## config.mk

```make
export PLATFORM = sky130hd
export DESIGN_NAME = byte_stream_tokenizer
export DESIGN_NICKNAME = d
export VERILOG_FILES = /design/src/design/bst_pkg.sv /design/src/design/bst_scan_core.sv /design/src/design/byte_stream_tokenizer.sv
export SDC_FILE = /design/constraint.sdc
export NUM_CORES = 1
export LEC_CHECK = 0
export CELL_PAD_IN_SITES_DETAIL_PLACEMENT = 0
export CELL_PAD_IN_SITES_GLOBAL_PLACEMENT = 1
export CORE_ASPECT_RATIO = 0.5
export CORE_MARGIN = 2
export CORE_UTILIZATION = 40
export CTS_BUF_LIST = sky130_fd_sc_hd__clkbuf_4
export CTS_CLUSTER_DIAMETER = 40
export DETAILED_ROUTE_END_ITERATION = 10
export DONT_BUFFER_PORTS = 1
export PLACE_DENSITY = 0.67
export SETUP_SLACK_MARGIN = 0.2
export SYNTH_ARGS = -nofsm -noshare
export SYNTH_HDL_FRONTEND = slang
export SYNTH_SLANG_ARGS = --single-unit
export TNS_END_PERCENT = 50
```

## constraint.sdc

```tcl
create_clock -name clk -period 15.45 [get_ports clk]
set_clock_uncertainty 0.05 [all_clocks]
set_input_delay 0.7725 -clock clk [delete_from_list [all_inputs] [get_ports clk]]
set_output_delay 0.7725 -clock clk [all_outputs]
set_load 0.01 [all_outputs]
```

## src/design/bst_pkg.sv

```systemverilog
// ============================================================================
// bst_pkg: shared types and codes for the byte stream tokenizer
// Token kinds, scan modes, keyword patterns and the result record that
// travels from the scan core to the output queue.
// ============================================================================
`default_nettype none

package bst_pkg;

    // Scan modes
    localparam logic [1:0] MODE_IDLE   = 2'd0;
    localparam logic [1:0] MODE_NUMBER = 2'd1;
    localparam logic [1:0] MODE_IDENT  = 2'd2;

    // Token kinds
    localparam logic [3:0] KIND_NUMBER = 4'd0;
    localparam logic [3:0] KIND_IDENT  = 4'd1;
    localparam logic [3:0] KIND_TYPE   = 4'd2;
    localparam logic [3:0] KIND_PLUS   = 4'd3;
    localparam logic [3:0] KIND_MINUS  = 4'd4;
    localparam logic [3:0] KIND_MUL    = 4'd5;
    localparam logic [3:0] KIND_DIV    = 4'd6;
    localparam logic [3:0] KIND_EQUALS = 4'd7;
    localparam logic [3:0] KIND_DROP   = 4'd8;
    localparam logic [3:0] KIND_TERM   = 4'd9;
    localparam logic [3:0] KIND_EOF    = 4'd10;
    localparam logic [3:0] KIND_ICHAR  = 4'd11;

    // Type codes
    localparam logic [1:0] TYPE_I64  = 2'd0;
    localparam logic [1:0] TYPE_BOOL = 2'd1;
    localparam logic [1:0] TYPE_STR  = 2'd2;

    // Stored name prefixes, first character in the low byte
    localparam logic [31:0] PREFIX_I64  = 32'h0034_3669;
    localparam logic [31:0] PREFIX_BOOL = 32'h6C6F_6F62;
    localparam logic [31:0] PREFIX_STR  = 32'h0072_7473;

    // Longest name length that the result field can carry
    localparam int unsigned NAME_LEN_SAT = 31;

    typedef struct packed {
        logic [3:0]  kind;
        logic [63:0] number_value;
        logic [1:0]  type_code;
        logic [7:0]  name_char;
        logic [4:0]  name_length;
        logic        last;
    } result_t;

endpackage

`default_nettype wire

```

## src/design/bst_scan_core.sv

```systemverilog
// ============================================================================
// bst_scan_core: per-byte scan step
// Combinational next-state and result logic for one source byte: extends or
// closes a pending number or identifier, and treats a byte that does not continue it as a fresh start.
// ============================================================================
`default_nettype none

module bst_scan_core
    import bst_pkg::*;
#(
    parameter int unsigned MAX_NAME_CHARS = 31,
    parameter int unsigned LEN_W          = $clog2(MAX_NAME_CHARS + 1)
)
(
    input  wire logic [7:0]       char_byte,
    input  wire logic [1:0]       mode,
    input  wire logic [63:0]      acc,
    input  wire logic [LEN_W-1:0] slen,
    input  wire logic [31:0]      prefix,
    output logic [1:0]            mode_next,
    output logic [63:0]           acc_next,
    output logic [LEN_W-1:0]      slen_next,
    output logic [31:0]           prefix_next,
    output result_t               res0,
    output result_t               res1,
    output logic [1:0]            res_count
);

    logic          is_digit;
    logic          is_letter;
    logic          is_space;
    logic          fresh;
    logic          tok_valid;
    result_t       tok;
    logic          start_valid;
    result_t       start_res;
    logic [31:0]   prefix_stored;
    logic [4:0]    len_sat;
    logic [LEN_W+4:0] slen_wide;

    assign is_digit  = (char_byte >= 8'd48) && (char_byte <= 8'd57);
    assign is_letter = ((char_byte >= 8'd65) && (char_byte <= 8'd90)) ||
                       ((char_byte >= 8'd97) && (char_byte <= 8'd122));
    assign is_space  = (char_byte == 8'd32) || (char_byte == 8'd9) ||
                       (char_byte == 8'd13);

    assign slen_wide = (LEN_W + 5)'(slen);
    assign len_sat   = (slen_wide > (LEN_W + 5)'(NAME_LEN_SAT)) ?
                       5'(NAME_LEN_SAT) : slen_wide[4:0];

    // Add the byte into the first four name characters
    always_comb
    begin
        prefix_stored = prefix;
        if (slen < LEN_W'(4))
        begin
            case (slen[1:0])
                2'd0:    prefix_stored[7:0]   = char_byte;
                2'd1:    prefix_stored[15:8]  = char_byte;
                2'd2:    prefix_stored[23:16] = char_byte;
                default: prefix_stored[31:24] = char_byte;
            endcase
        end
    end

    // Pending token, or the echo of a continuing identifier
    always_comb
    begin
        mode_next   = mode;
        acc_next    = acc;
        slen_next   = slen;
        prefix_next = prefix;
        fresh       = 1'b1;
        tok_valid   = 1'b0;
        tok         = '0;

        unique case (mode)
            MODE_NUMBER:
            begin
                if (is_digit)
                begin
                    acc_next = (acc << 3) + (acc << 1) + 64'(char_byte[3:0]);
                    fresh    = 1'b0;
                end
                else
                begin
                    tok_valid        = 1'b1;
                    tok.kind         = KIND_NUMBER;
                    tok.number_value = acc;
                    acc_next         = '0;
                    mode_next        = MODE_IDLE;
                end
            end
            MODE_IDENT:
            begin
                if (is_digit || is_letter)
                begin
                    fresh = 1'b0;
                    if (slen < LEN_W'(MAX_NAME_CHARS))
                    begin
                        slen_next     = slen + LEN_W'(1);
                        prefix_next   = prefix_stored;
                        tok_valid     = 1'b1;
                        tok.kind      = KIND_ICHAR;
                        tok.name_char = char_byte;
                    end
                end
                else
                begin
                    tok_valid       = 1'b1;
                    tok.name_length = len_sat;
                    tok.kind        = KIND_IDENT;
                    if (slen == LEN_W'(3) && prefix == PREFIX_I64)
                    begin
                        tok.kind      = KIND_TYPE;
                        tok.type_code = TYPE_I64;
                    end
                    else if (slen == LEN_W'(4) && prefix == PREFIX_BOOL)
                    begin
                        tok.kind      = KIND_TYPE;
                        tok.type_code = TYPE_BOOL;
                    end
                    else if (slen == LEN_W'(3) && prefix == PREFIX_STR)
                    begin
                        tok.kind      = KIND_TYPE;
                        tok.type_code = TYPE_STR;
                    end
                    slen_next   = '0;
                    prefix_next = '0;
                    mode_next   = MODE_IDLE;
                end
            end
            default:
            begin
                mode_next = MODE_IDLE;
            end
        endcase

        // Fresh start of the byte
        start_valid = 1'b0;
        start_res   = '0;
        if (fresh && !is_space)
        begin
            if (is_digit)
            begin
                mode_next = MODE_NUMBER;
                acc_next  = 64'(char_byte[3:0]);
            end
            else if (is_letter)
            begin
                mode_next           = MODE_IDENT;
                slen_next           = LEN_W'(1);
                prefix_next         = {24'd0, char_byte};
                start_valid         = 1'b1;
                start_res.kind      = KIND_ICHAR;
                start_res.name_char = char_byte;
            end
            else
            begin
                start_valid = 1'b1;
                unique case (char_byte) inside
                    8'd0:          start_res.kind = KIND_EOF;
                    8'd43:         start_res.kind = KIND_PLUS;
                    8'd45:         start_res.kind = KIND_MINUS;
                    8'd42:         start_res.kind = KIND_MUL;
                    8'd47:         start_res.kind = KIND_DIV;
                    8'd61:         start_res.kind = KIND_EQUALS;
                    8'd59:         start_res.kind = KIND_DROP;
                    8'd124, 8'd10: start_res.kind = KIND_TERM;
                    default:       start_valid    = 1'b0;
                endcase
            end
        end
    end

    // Pack the results to the front; the final one carries last
    always_comb
    begin
        res0      = tok_valid ? tok : start_res;
        res0.last = !(tok_valid && start_valid);
        res1      = start_res;
        res1.last = 1'b1;
        res_count = 2'(tok_valid) + 2'(start_valid);
    end

endmodule

`default_nettype wire

```

## src/design/byte_stream_tokenizer.sv

```systemverilog
// ============================================================================
// byte_stream_tokenizer: one-byte-per-cycle lexical tokenizer
// Turns a source byte stream into number, identifier, keyword, operator,
// terminator and end-of-input tokens.
// ============================================================================
// Usage:
//   Input channel (in_valid / in_stall / char_in) takes one source byte per
//   transfer. Output channel (out_valid / out_stall / kind ... last) gives
//   one result per transfer; last marks the final result of a byte.
//   An accepted byte waits in the input register until its results fit in
//   the output queue, where they are registered behind any results it holds.
//   Throughput: one byte per cycle, with no output stall, while each byte gives
//   at most one result. A byte that closes a token and gives its own result
//   (operator, terminator, end of input, letter after a number) adds a result;
//   the input backs off for it unless result-free bytes let the queue drain.
//   The figure is set by the single output port of the result queue.
//   Stall: when the receiver stalls, the queue fills, the scanned byte is
//   held in the input register and in_stall rises; nothing is dropped.
//   Reset: clears the scan state to idle with an empty name and zero
//   accumulator, and empties the input register and the output queue.
// ============================================================================
`default_nettype none

module byte_stream_tokenizer
    import bst_pkg::*;
#(
    parameter int unsigned MAX_NAME_CHARS = 31
)
(
    input  wire logic        clk,
    input  wire logic        rst_n,
    input  wire logic        in_valid,
    output logic             in_stall,
    input  wire logic [7:0]  char_in,
    output logic             out_valid,
    input  wire logic        out_stall,
    output logic [3:0]       kind,
    output logic [63:0]      number_value,
    output logic [1:0]       type_code,
    output logic [7:0]       name_char,
    output logic [4:0]       name_length,
    output logic             last
);

    localparam int unsigned LEN_W = $clog2(MAX_NAME_CHARS + 1);

    // Input register
    logic             in_full_reg;
    logic [7:0]       byte_reg;

    // Scan state
    logic [1:0]       mode_reg;
    logic [1:0]       mode_next;
    logic [63:0]      acc_reg;
    logic [63:0]      acc_next;
    logic [LEN_W-1:0] slen_reg;
    logic [LEN_W-1:0] slen_next;
    logic [31:0]      prefix_reg;
    logic [31:0]      prefix_next;

    // Output queue: slot 0 faces the port, slot 1 only fills behind it
    logic             q0_valid_reg;
    logic             q1_valid_reg;
    result_t          q0_reg;
    result_t          q1_reg;
    logic             q0_valid_next;
    logic             q1_valid_next;
    result_t          q0_next;
    result_t          q1_next;

    result_t          res0;
    result_t          res1;
    logic [1:0]       res_count;
    logic             pop;
    logic [1:0]       kept;
    logic             fire;
    logic             in_accept;

    bst_scan_core #(
        .MAX_NAME_CHARS (MAX_NAME_CHARS),
        .LEN_W          (LEN_W)
    ) u_scan (
        .char_byte   (byte_reg),
        .mode        (mode_reg),
        .acc         (acc_reg),
        .slen        (slen_reg),
        .prefix      (prefix_reg),
        .mode_next   (mode_next),
        .acc_next    (acc_next),
        .slen_next   (slen_next),
        .prefix_next (prefix_next),
        .res0        (res0),
        .res1        (res1),
        .res_count   (res_count)
    );

    // Entries still held after this cycle's output transfer
    assign pop  = q0_valid_reg && !out_stall;
    assign kept = pop ? 2'(q1_valid_reg) : (2'(q0_valid_reg) + 2'(q1_valid_reg));

    // Scan the held byte only when all of its results fit in the queue
    assign fire      = in_full_reg && ({1'b0, res_count} <= (3'd2 - 3'(kept)));
    assign in_stall  = in_full_reg && !fire;
    assign in_accept = in_valid && !in_stall;

    // Append new results behind whatever stays in the queue
    always_comb
    begin
        q0_valid_next = q0_valid_reg;
        q1_valid_next = q1_valid_reg;
        q0_next       = q0_reg;
        q1_next       = q1_reg;
        if (pop)
        begin
            q0_valid_next = q1_valid_reg;
            q1_valid_next = 1'b0;
            q0_next       = q1_reg;
        end
        if (fire)
        begin
            if (kept == 2'd0)
            begin
                q0_valid_next = (res_count != 2'd0);
                q1_valid_next = (res_count == 2'd2);
                q0_next       = res0;
                q1_next       = res1;
            end
            else if (kept == 2'd1)
            begin
                q1_valid_next = (res_count != 2'd0);
                q1_next       = res0;
            end
        end
    end

    always_ff @(posedge clk or negedge rst_n)
    begin
        if (!rst_n)
        begin
            in_full_reg  <= 1'b0;
            mode_reg     <= MODE_IDLE;
            acc_reg      <= '0;
            slen_reg     <= '0;
            prefix_reg   <= '0;
            q0_valid_reg <= 1'b0;
            q1_valid_reg <= 1'b0;
        end
        else
        begin
            // Hold the byte until it is scanned; take the next one behind it
            if (in_accept)
                in_full_reg <= 1'b1;
            else if (fire)
                in_full_reg <= 1'b0;
            if (fire)
            begin
                mode_reg   <= mode_next;
                acc_reg    <= acc_next;
                slen_reg   <= slen_next;
                prefix_reg <= prefix_next;
            end
            q0_valid_reg <= q0_valid_next;
            q1_valid_reg <= q1_valid_next;
        end
    end

    // Payload registers
    always_ff @(posedge clk)
    begin
        if (in_accept)
            byte_reg <= char_in;
        q0_reg <= q0_next;
        q1_reg <= q1_next;
    end

    assign out_valid    = q0_valid_reg;
    assign kind         = q0_reg.kind;
    assign number_value = q0_reg.number_value;
    assign type_code    = q0_reg.type_code;
    assign name_char    = q0_reg.name_char;
    assign name_length  = q0_reg.name_length;
    assign last         = q0_reg.last;

`ifndef ASSERT_OFF
    // The back slot of the queue is never filled while the front is empty
    assert property (@(posedge clk) disable iff (!rst_n)
        q1_valid_reg |-> q0_valid_reg)
    else $error("output queue slot 1 occupied with slot 0 empty");

    // A byte with two results lands both of them in the queue
    assert property (@(posedge clk) disable iff (!rst_n)
        (fire && res_count == 2'd2) |=> (q0_valid_reg && q1_valid_reg))
    else $error("two-result byte did not fill both queue slots");

    // Back-pressure on the input only while a byte is waiting to be scanned
    assert property (@(posedge clk) disable iff (!rst_n)
        in_stall |-> (in_full_reg && !fire))
    else $error("input stalled with no byte waiting");
`endif

endmodule

`default_nettype wire

```

# == Yosys cells after proc, flatten, opt, wreduce, memory -nomap -nowiden ==
# Index checks and enable logic that the tools add are counted.
# W data, S select, Z words.
# word_totals
ff_bits,282
in_bits,12
output_inout_bits,86
word_cells,166
# classes
n_addsub,6
magnitude_cmp,10
eq_ne,22
n_mux,77
reduce_logical,31
# ops
operator,n
$mux W84,6
$mux W64,6
$mux W32,7
$mux W8,9
$add A64 B4 Y64,1
$add A64 B64 Y64,1
$eq A8 B6 Y1 const B,7
$mux W5,8
$eq A32 B22 Y1 const B,1
$eq A32 B23 Y1 const B,1
$eq A32 B31 Y1 const B,1
$pmux W4 S8,1
$eq A8 B4 Y1 const B,3
$mux W2,12
$mux W4,6
$mux W1,17
$ge A8 B7 Y1 const B,2
$le A8 B7 Y1 const B,2
$mux W15,1
$logic_and A1 B1 Y1,12
$reduce_or A9 Y1,1
$eq A8 B7 Y1 const B,1
$ge A8 B6 Y1 const B,1
$le A8 B6 Y1 const B,1
22 further kinds,38

# == Depth between registers and ports, before layout ==
# Gate-level depths: netlist of run 1.
# depth
word_depth,16
depth_mapped,20

# == By module ==
# A second synthesis of run 1 with hierarchy kept.
# unflattened
cells_unflattened,1826
hier_area_um2,19493.7
# modules_own_cells
mod,n_inst,cells_per_inst,area_each_um2,seq_area_each_um2
byte_stream_tokenizer,1,709,11977.7,7096.8
bst_scan_core,1,1117,7516.0,0.0

# == Worst setup path after synthesis of run 1 ==
# Ideal clock, no wire load.
# synth_path
path_type,input to register
from,in out_stall
to,"reg q1_reg[0] (netlist name), enable pin"
setup_time_ns,0.527
arrival_ns,6.446
slack_ns,8.427
cell_stages,14
n_path_buf,4
path_cell_list,nor2b_1 > clkbuf_1 > buf_1 > clkbuf_1 > nand2_1 > nand2_1 > ha_1 > inv_1 > ha_1 > nor2b_1 > o21ai_1 > nand2_1 > clkbuf_1 > nor2_1
# synth_via
elab_chain_cells,7
# synth_lines
element,line,source
from (decl),byte_stream_tokenizer.sv:36,"input wire logic out_stall,"
$logic_not A1 Y1 (*),byte_stream_tokenizer.sv:98,assign pop = q0_valid_reg && !out_stall;
$logic_and A1 B1 Y1 (*),byte_stream_tokenizer.sv:98,
$mux W2 (*),byte_stream_tokenizer.sv:99,assign kept = pop ? 2'(q1_valid_reg) : (2'(q0_valid_reg) + 2'(q1_valid_reg));
$sub A2 B2 Y3,byte_stream_tokenizer.sv:102,"assign fire = in_full_reg && ({1'b0, res_count} <= (3'd2 - 3'(kept)));"
$le A2 B3 Y1,byte_stream_tokenizer.sv:102,
$logic_and A1 B1 Y1,byte_stream_tokenizer.sv:102,
$reduce_and A2 Y1 (no source line) (*),-,
to (signal assigned),byte_stream_tokenizer.sv:173,q1_reg <= q1_next;
to (decl),byte_stream_tokenizer.sv:65,result_t q1_reg;
# Every way passes the cells marked *; elsewhere a longest branch is shown, timed or not.
# A chain may end at the register's enable or synchronous reset.

==> results of run 1 <==
## repair_timing
action,CTS,global route
hold endpoints to repair,106,0
setup endpoints to repair,0,0
hold buffers,2,0
## metrics by stage
| step | utilization | hold WS [ns] |
|---|---|---|
| after floorplan | - | 0.3935 |
| after global placement | 0.4140 | 0.4110 |
| after detailed placement | 0.4140 | 0.4120 |
| after CTS | 0.4411 | 0.02627 |
| after global routing | 0.4411 | 0.02013 |
| final | 0.4411 | 0.1084 |
## worst max-delay path by stage
stage | start | to
after CTS | byte_reg[2]$_DFFE_PP_ | number_value[23]$_DFF_P_
after floorplan | out_stall | q1_reg[0]$_SDFFCE_PP1P_
after global placement | byte_reg[4]$_DFFE_PP_ | number_value[50]$_DFF_P_
after detailed placement | byte_reg[2]$_DFFE_PP_ | number_value[23]$_DFF_P_
final | byte_reg[2]$_DFFE_PP_ | number_value[15]$_DFF_P_
after global routing | byte_reg[2]$_DFFE_PP_ | number_value[15]$_DFF_P_
## Yosys cell counts, types with 10 or more instances
| cell | count | area share |
|---|---|---|
| dfrtp_1 | 106 | 0.16 |
| nor3_1 | 28 | 0.0086 |
| dfxtp_1 | 84 | 0.10 |
| clkbuf_1 | 80 | 0.018 |
| nand4_1 | 24 | 0.0092 |
| xnor2_1 | 27 | 0.015 |
| nand2b_1 | 12 | 0.0046 |
| and2_1 | 79 | 0.030 |
| nor2_1 | 67 | 0.015 |
| edfxtp_1 | 92 | 0.17 |
| o22ai_1 | 14 | 0.0054 |
| a31oi_1 | 16 | 0.0062 |
| inv_1 | 41 | 0.0095 |
| a21o_1 | 37 | 0.017 |
| nor2b_1 | 10 | 0.0038 |
| o21ai_1 | 43 | 0.013 |
| and3_1 | 16 | 0.0062 |
| o21bai_1 | 19 | 0.0088 |
| nand2_1 | 253 | 0.058 |
| o21ai_0 | 139 | 0.043 |
| ha_1 | 138 | 0.11 |
| nand3_1 | 15 | 0.0046 |
| mux2i_1 | 74 | 0.046 |
| a21oi_1 | 101 | 0.031 |
| a22o_1 | 30 | 0.016 |
| o211ai_1 | 11 | 0.0051 |
| xor2_1 | 25 | 0.013 |
## power breakdown
group	total (uW)	leakage [uW]	internal (uW)	switching, uW
logic	803	0.00388	236	568
registers	1320	0.00305	1110	213
clock network	726	0.000619	407	319
## layout by cell type (no fill, tap or decap), types with 8 or more instances in the layout
| master | n |
|---|---|
| and3_1 | 15 |
| a21o_1 | 37 |
| a31oi_1 | 16 |
| ha_1 | 138 |
| xor2_1 | 25 |
| a22o_1 | 30 |
| o21ai_1 | 42 |
| nor3_1 | 26 |
| o21a_1 | 9 |
| o22ai_1 | 14 |
| mux2i_1 | 74 |
| nand3_1 | 15 |
| dfrtp_1 | 106 |
| o21ai_0 | 139 |
| inv_1 | 41 |
| dfxtp_1 | 84 |
| buf_4 | 8 |
| or3_1 | 8 |
| nor2b_1 | 9 |
| clkinv_1 | 17 |
| nand2_1 | 253 |
| nand2b_1 | 12 |
| and2_1 | 79 |
| o211ai_1 | 11 |
| o21bai_1 | 19 |
| nand4_1 | 24 |
| nor2_1 | 66 |
| clkbuf_4 | 108 |
| a21oi_1 | 101 |
| edfxtp_1 | 92 |
| xnor2_1 | 27 |
## cell families (layout without fill, tap and decap cells)
kind of cell / Yosys count / in the layout / share of synthesized area
flip-flops: 282 / 282 / 0.4367
adder cells (fa/ha/maj): 140 / 140 / 0.1087
AO/OA/AOI/OAI: 486 / 486 / 0.1886
buffers and inverters: 130 / 188 / 0.03126
AND/OR/NAND/NOR: 545 / 545 / 0.1609
XOR/XNOR: 52 / 52 / 0.02802
multiplexers: 74 / 74 / 0.04558
other: 1 / 2 / 0.0002307
## cell type report
cell class	count	area, um^2	share of cell area
antenna	1	2.502	0.0001409
clock buffer	108	810.8	0.04564
clock inverter	28	240.2	0.01352
inverter	42	157.7	0.008874
multi-input combinational	1298	8685	0.4888
sequential	282	7097	0.3995
tap	540	675.6	0.03803
timing repair buffer	10	97.59	0.005493
## routing by layer
metal | global-route usage | vias up
li1 | - | 6246
met1 | 0.2708 | 6168
met2 | 0.3233 | 268
met3 | 0.04125 | 71
met4 | 0.06340 | 0
met5 | 0 | -
==> summary.md, run 1 <==
| Metric | Value |
|---|---|
| Area Growth Syn to Fin | `9.316%` |
| Netlist cell types | `82` |
| Delay of the slowest critical-path stage | `0.72 ns` |
| Critical hold path startpoint | `in_valid` |
| First-pass iteration count of the detailed router | `5` |
| CP delay by family, top | `simple AND/OR/NAND/NOR gates` |
| Routed wire length | `42000 um` |
| Crit path launch type | `flop` |
| Max Clk Rate | `0.1734 GHz` |
| Crit-path cells | `or2_1 > nor4_1 > nor3_1 > nor2_1 > o311ai_1 > a31o_2 > inv_1 > ha_1 > ha_1 > nor2b_1 > o21ai_1 > and2_1 > nand2_1 > nor3_2 > buf_4 > nand2_1 > o21ai_0` |
| WL met3 | `about 1900 um` |
| Power per standard cell area | `roughly 160 nW/um^2` |
| Setup ws final | `9.684 ns` |
| Placeable Area | `slightly above 40000 um^2` |
| Post-synthesis instance total | `1710` |
| Place WS | `9.781 ns` |
| Number of enable flip-flop cells after synthesis | `92` |
| Finished Cell Area | `17770 um^2` |
| # Post-CTS Setup Buffers | `0` |
| CTS buffer count | `73` |
| Hold EP | `in_full_reg$_DFFE_PN0P_` |
| Die area | `approximately 42000 um^2` |
| Mapped Nets | `around 1900` |
| Crit Path Max Fanout | `64` |
| IO Port Bufs | `0` |
| Final Critical Period | `approximately 5.8 ns` |
| CTS tree | `yes` |
| Reg2Reg Launch Point | `byte_reg[2]$_DFFE_PP_` |
| CP Buf/Inv Count | `2` |
| Status | `complete, no violations` |
| Root buffer cell | `clkbuf_4` |
| TNS Setup | `0 ns` |
| Rows | `52` |
| Die X | `289.1 um` |
| GRT Total Usage | `0.2008` |
| Clock slew seen by the registers of the worst setup and hold paths | `about 0.07 ns` |
| Initial antenna violation count | `1` |
| CTS HTree Levels | `3` |
| # IOs | `98` |
| Hold WC Path Type | `primary input to flop` |
| Slowest CP cell | `edfxtp_1` |
| First-pass GRT wire length | `about 69000 um` |
| Flops & latches, synth | `282` |
| Slew Limit Fails | `0` |
| Final period util | `0.3732` |
| CP Class | `flop to flop` |
| Via Count | `about 13000` |
| Post-synth top flop | `dfrtp_1` |
| Clk_lat worst skew | `0.74 ns` |
| R2R Setup Slk | `between 9 and 10 ns` |
| R2R depth | `17` |
| Cell depth of the worst hold path | `1` |
| Vias per cell | `5.523` |
| Layout cell share with drive strength beyond 1 | `0.08767` |
| Asr flop ratio synth | `0.3759` |
| Area post-placement | `16670 um^2` |
| Hold Vio Cnt, Final | `0` |
| LEAKAGE | `0.007547 uW` |
| Finished Layout Cells | `2309` |
| CTS Sinks | `around 280` |
| Unrepaired setup endpoints after global routing | `no` |
| Slew @ Worst Pin | `around 0.96 ns` |
| DR DRC count | `0` |
| Filler cells | `3947` |
| Cell total after placement | `2170` |
| Number of global-route vias before repair | `12886` |
| Worst R2R End | `number_value[15]$_DFF_P_` |
| Wirelength per Cell | `18.19 um` |
| Vert. Die Dim | `~150 um` |
| Levels on crit path | `17` |
| Setup violators final | `0` |
| Post-DRT Antenna Nets | `0` |
| Worst-case clock buffer depth | `3` |
| Nets | `about 1900` |
| Overall Power | `2854 uW` |
| Met1 WL | `20060 um` |
| Worst EP required | `16.01 ns` |
| Cts repair resizes | `0` |
| Met2 routed WL | `19270 um` |
| Worst Path Arrival | `6.33 ns` |
| Starting DRC count in detailed routing | `~750` |
| Synth warn | `0` |
| Initial Util | `0.4035` |
| Mean Syn Cell Area | `9.504 um^2` |
| Placer Congestion | `about 0.89` |
| Hpwl dp | `28800 um` |
| CP endpoint kind | `flop` |
| Pin count of the biggest net entering global routing | `between 100 and 150` |
| Worst VDD drop | `0.1842 mV` |
| Top layer reached by signal wires | `met4` |
| Seq/Total Area, Yosys | `0.4367` |
| Max-slew headroom | `0.3594` |
| Gr ovfl total | `0` |
| # Max-Cap Violations | `0` |
| Post-Synthesis Cell Area | `16250 um^2` |
| Largest register FFs | `84` |
(Power assumes the default switching activity.)
==> run 2: changes to the inputs <==
- ABC_AREA: not set -> 1
- PLACE_DENSITY: 0.67 -> 0.75
- clock period: 15.45 -> 4.75 ns (I/O delays scaled with it)
==> run 2 against run 1 <==
Total power grew to 4.2 times the previous value. First-iteration DRC count is 97% higher. Combinational power increased to 6.7 times the previous value. Sequential share of layout area decreased by 6.8 points. Setup slack got worse by 9.2 ns. Sequential power grew to 3.4 times the previous value. Clock power grew to 3.0 times the previous value. Cell area rose by 20%. Critical path type is now flop to primary output. Critical endpoint is now in_stall. Highest routed layer unchanged.
==> summary.md, run 2 <==
| Metric | Value |
|---|---|
| Post-DRT Antenna Nets | `0 (unchanged)` |
| CTS tree | `yes` |
| Placer Congestion | `0.9327 (+5.1%)` |
| Top cells by area, synth | `nand2_1, edfxtp_1, dfrtp_1` |
| Post-synth top area share | `0.2230 (+0.05305)` |
| Pin count of the biggest net entering global routing | `90 (-16%)` |
| Clk_lat worst skew | `0.81 ns (+0.07 ns)` |
| Slowest CP cell | `edfxtp_1` |
| TNS Setup | `0 ns (unchanged)` |
| Post-synthesis instance total | `2922 (+71%)` |
| CP Buf/Inv Count | `5 (+3)` |
| Initial Util | `0.4033 (about the same)` |
| Final period util | `0.8981` |
| CTS Sinks | `282 (unchanged)` |
| Via Count | `18368 (+44%)` |
| Final Critical Period | `4.266 ns` |
| LEAKAGE | `0.01108 uW (+47%)` |
| Number of enable flip-flop cells after synthesis | `92 (unchanged)` |
| CP Class | `flop to primary output` |
| Die X | `316.0 um (+9.3%)` |
| Cell mode on critical path | `inv_1` |
| Worst Path Arrival | `3.98 ns (-2.35 ns)` |
| Hold Vio Cnt, Final | `0 (unchanged)` |
| Max-slew headroom | `0.2972 (-0.06221)` |
| Largest register FFs | `84 (unchanged)` |
| CP endpoint kind | `primary output` |
| Delay of the slowest critical-path stage | `0.50 ns (-0.22 ns)` |
| Top cells by count, synth | `nand2_1, inv_1, nor2_1` |
| CP delay by family, top | `simple AND/OR/NAND/NOR gates` |
| Synth area leader | `nand2_1` |
| Placeable Area | `48280 um^2 (+20%)` |
| Die area | `50570 um^2 (+19%)` |
| Nets | `3107 (+67%)` |
| Worst VDD drop | `0.5831 mV (+220%)` |
| Slew Limit Fails | `0 (unchanged)` |
| Clock slew seen by the registers of the worst setup and hold paths | `0.07 ns (about the same)` |
| Gr ovfl total | `0 (unchanged)` |
| Worst-case clock buffer depth | `3 (unchanged)` |
| Most frequent cell after synthesis | `nand2_1` |
| Number of global-route vias before repair | `17317 (+34%)` |
| # Max-Cap Violations | `0 (unchanged)` |
| Vert. Die Dim | `160.0 um (+9.2%)` |
| Setup violators final | `0 (unchanged)` |
| Leading cell type in the layout, fill and taps excluded | `nand2_1` |
| Worst EP required | `4.46 ns (-11.55 ns)` |
| First-pass iteration count of the detailed router | `6 (+1)` |
| Vias per cell | `5.010 (-9.3%)` |
| Worst Hold Slack | `0.1388 ns (+0.03032 ns)` |
| Crit-path cells | `inv_4 > nand2_1 > nor2_2 > nand2_2 > nand3_2 > nand2_4 > inv_6 > nand2_8 > nand3_4 > nand2_4 > nor2_2 > inv_1 > ha_1 > inv_1 > ha_1 > a21oi_1 > and2_1 > inv_1 > nor2_1` |
| Post-synth top flop | `dfrtp_1` |
| Commonest non-fill, non-tap cells in the layout | `nand2_1, inv_1, nor2_1` |
| Post-Synthesis Cell Area | `19470 um^2 (+20%)` |
| Routed wire length | `62380 um (+49%)` |
| Crit path launch type | `flop` |
| Status | `complete, no violations` |
| Hpwl dp | `45880 um (+59%)` |
| # IOs | `98 (unchanged)` |
| Hold WC Path Type | `primary input to flop` |
| Root buffer cell | `clkbuf_4` |
| Starting DRC count in detailed routing | `1478 (+97%)` |
| Netlist cell types | `46 (-44%)` |
| Flops & latches, synth | `282 (unchanged)` |
| Unrepaired setup endpoints after global routing | `no` |
| IO Port Bufs | `0 (unchanged)` |
| Max Clk Rate | `about 0.23 GHz` |
| CTS HTree Levels | `3 (unchanged)` |
| Mean Syn Cell Area | `6.664 um^2 (-30%)` |
| Asr flop ratio synth | `0.3759 (unchanged)` |
| DR DRC count | `0 (unchanged)` |
| Crit Path Max Fanout | `9 (-86%)` |
| Wirelength per Cell | `17.02 um (-6.5%)` |
| Seq/Total Area, Yosys | `0.3645 (-0.07220)` |
| Rows | `57 (+9.6%)` |
| Synth warn | `0 (unchanged)` |
| Power per standard cell area | `564.8 nW/um^2 (+250%)` |
| First-pass GRT wire length | `98900 um (+44%)` |
| Layout cell share with drive strength beyond 1 | `0.06434 (-0.02332)` |
| Initial antenna violation count | `2 (+1)` |
| Slew @ Worst Pin | `1.046 ns (+0.08526 ns)` |
| Mapped Nets | `3074 (+65%)` |
| Area Growth Syn to Fin | `9.800%` |
| GRT Total Usage | `0.2481 (+0.04730)` |
| CTS buffer count | `72 (-1.4%)` |
[run 2: changes by cell type after synthesis, sizes merged, moves of 20 or more]
cell,previous run,this run
mux2i,74,1
inv,42,425
a21oi,105,134
nand2,254,1165
a22o,30,0
nand3,15,112
nor2,67,210
a21o,37,0
o21ai,183,113
o22ai,14,43
a31oi,16,71
and2,79,2
xnor2,27,7
[run 2: worst paths after layout]
path	start	to	slack (ns)	depth (start not counted)
worst max register to register	byte_reg[0]$_DFFE_PP_	prefix_reg[19]$_DFFE_PN0P_	0.63	23
worst min-delay path	in_valid	in_full_reg$_DFFE_PN0P_	0.14	3
worst max-delay path	byte_reg[0]$_DFFE_PP_	in_stall	0.48	19
worst min register to register	q1_reg[38]$_SDFFCE_PP0P_	number_value[22]$_DFF_P_	0.47	2
min in group asynchronous	rst_n	prefix_reg[14]$_DFFE_PN0P_	0.53	3
max in group asynchronous	rst_n	prefix_reg[16]$_DFFE_PN0P_	2.36	4
[run 2: timing repair]
item	4_1_cts	5_1_grt
setup endpoints to repair	1	95
gates resized for setup	1	4
hold buffers	22	0
buffers inserted	0	8
pin swaps	0	1
endpoints found under the hold margin	125	0
[run 2: per-layer routing]
metal | track usage | up-vias | part of all wire
met3 | 0.04143 | 63 | 0.046
met5 | 0 | - | 0
met4 | 0.05558 | 0 | 0.015
met1 | 0.3369 | 8438 | 0.47
met2 | 0.4133 | 412 | 0.47
li1 | - | 9455 | -
[run 2: cells by family after synthesis]
kind of cell | share of synthesized area
and+or+nand+nor | 0.3237
buffers and inverters | 0.1035
AOI/OAI and AO/OA | 0.1110
DFF | 0.3645
adders and majority gates | 0.09073
xor gates and xnor gates | 0.005848
other | 0.0001926
muxes | 0.0005141
[run 2: layout make-up]
class / instances / area (um^2)
diodes: 2 / 5.005
clock buffers: 111 / 833.3
clock inverters: 23 / 97.59
fillers: 5101 / 26900
inverters: 427 / 1618
multi-input cells: 2118 / 10400
flip-flops and latches: 282 / 7097
well taps: 649 / 812.0
repair buffers: 54 / 515.5
[run 2: per-stage QoR]
step,utilization,std cells,setup slack (ns),instance area (um^2),power (uW)
4_1_cts,0.4412,3656,0.2355,21300,12130
5_1_grt,0.4428,3666,0.1860,21380,13050
3_5_place_dp,0.4169,3500,0.4569,20130,9896
6_report,0.4428,3666,0.4840,21380,12080
3_3_place_gp,0.4169,3500,0.5315,20130,9794
2_1_floorplan,-,2922,0.2462,19480,8301
[run 2: worst min-delay path, cell delays in order]
cell,delay (ns)
dlygate4sd3_1,0.54
o21ai_0,0.10
o21ai_0,0.08
[run 2: power breakdown]
| part | total [uW] | internal [uW] | switching (uW) |
|---|---|---|---|
| Clock | 2170 | 1070 | 1090 |
| Combinational | 5370 | 1570 | 3790 |
| Sequential | 4540 | 3740 | 800 |
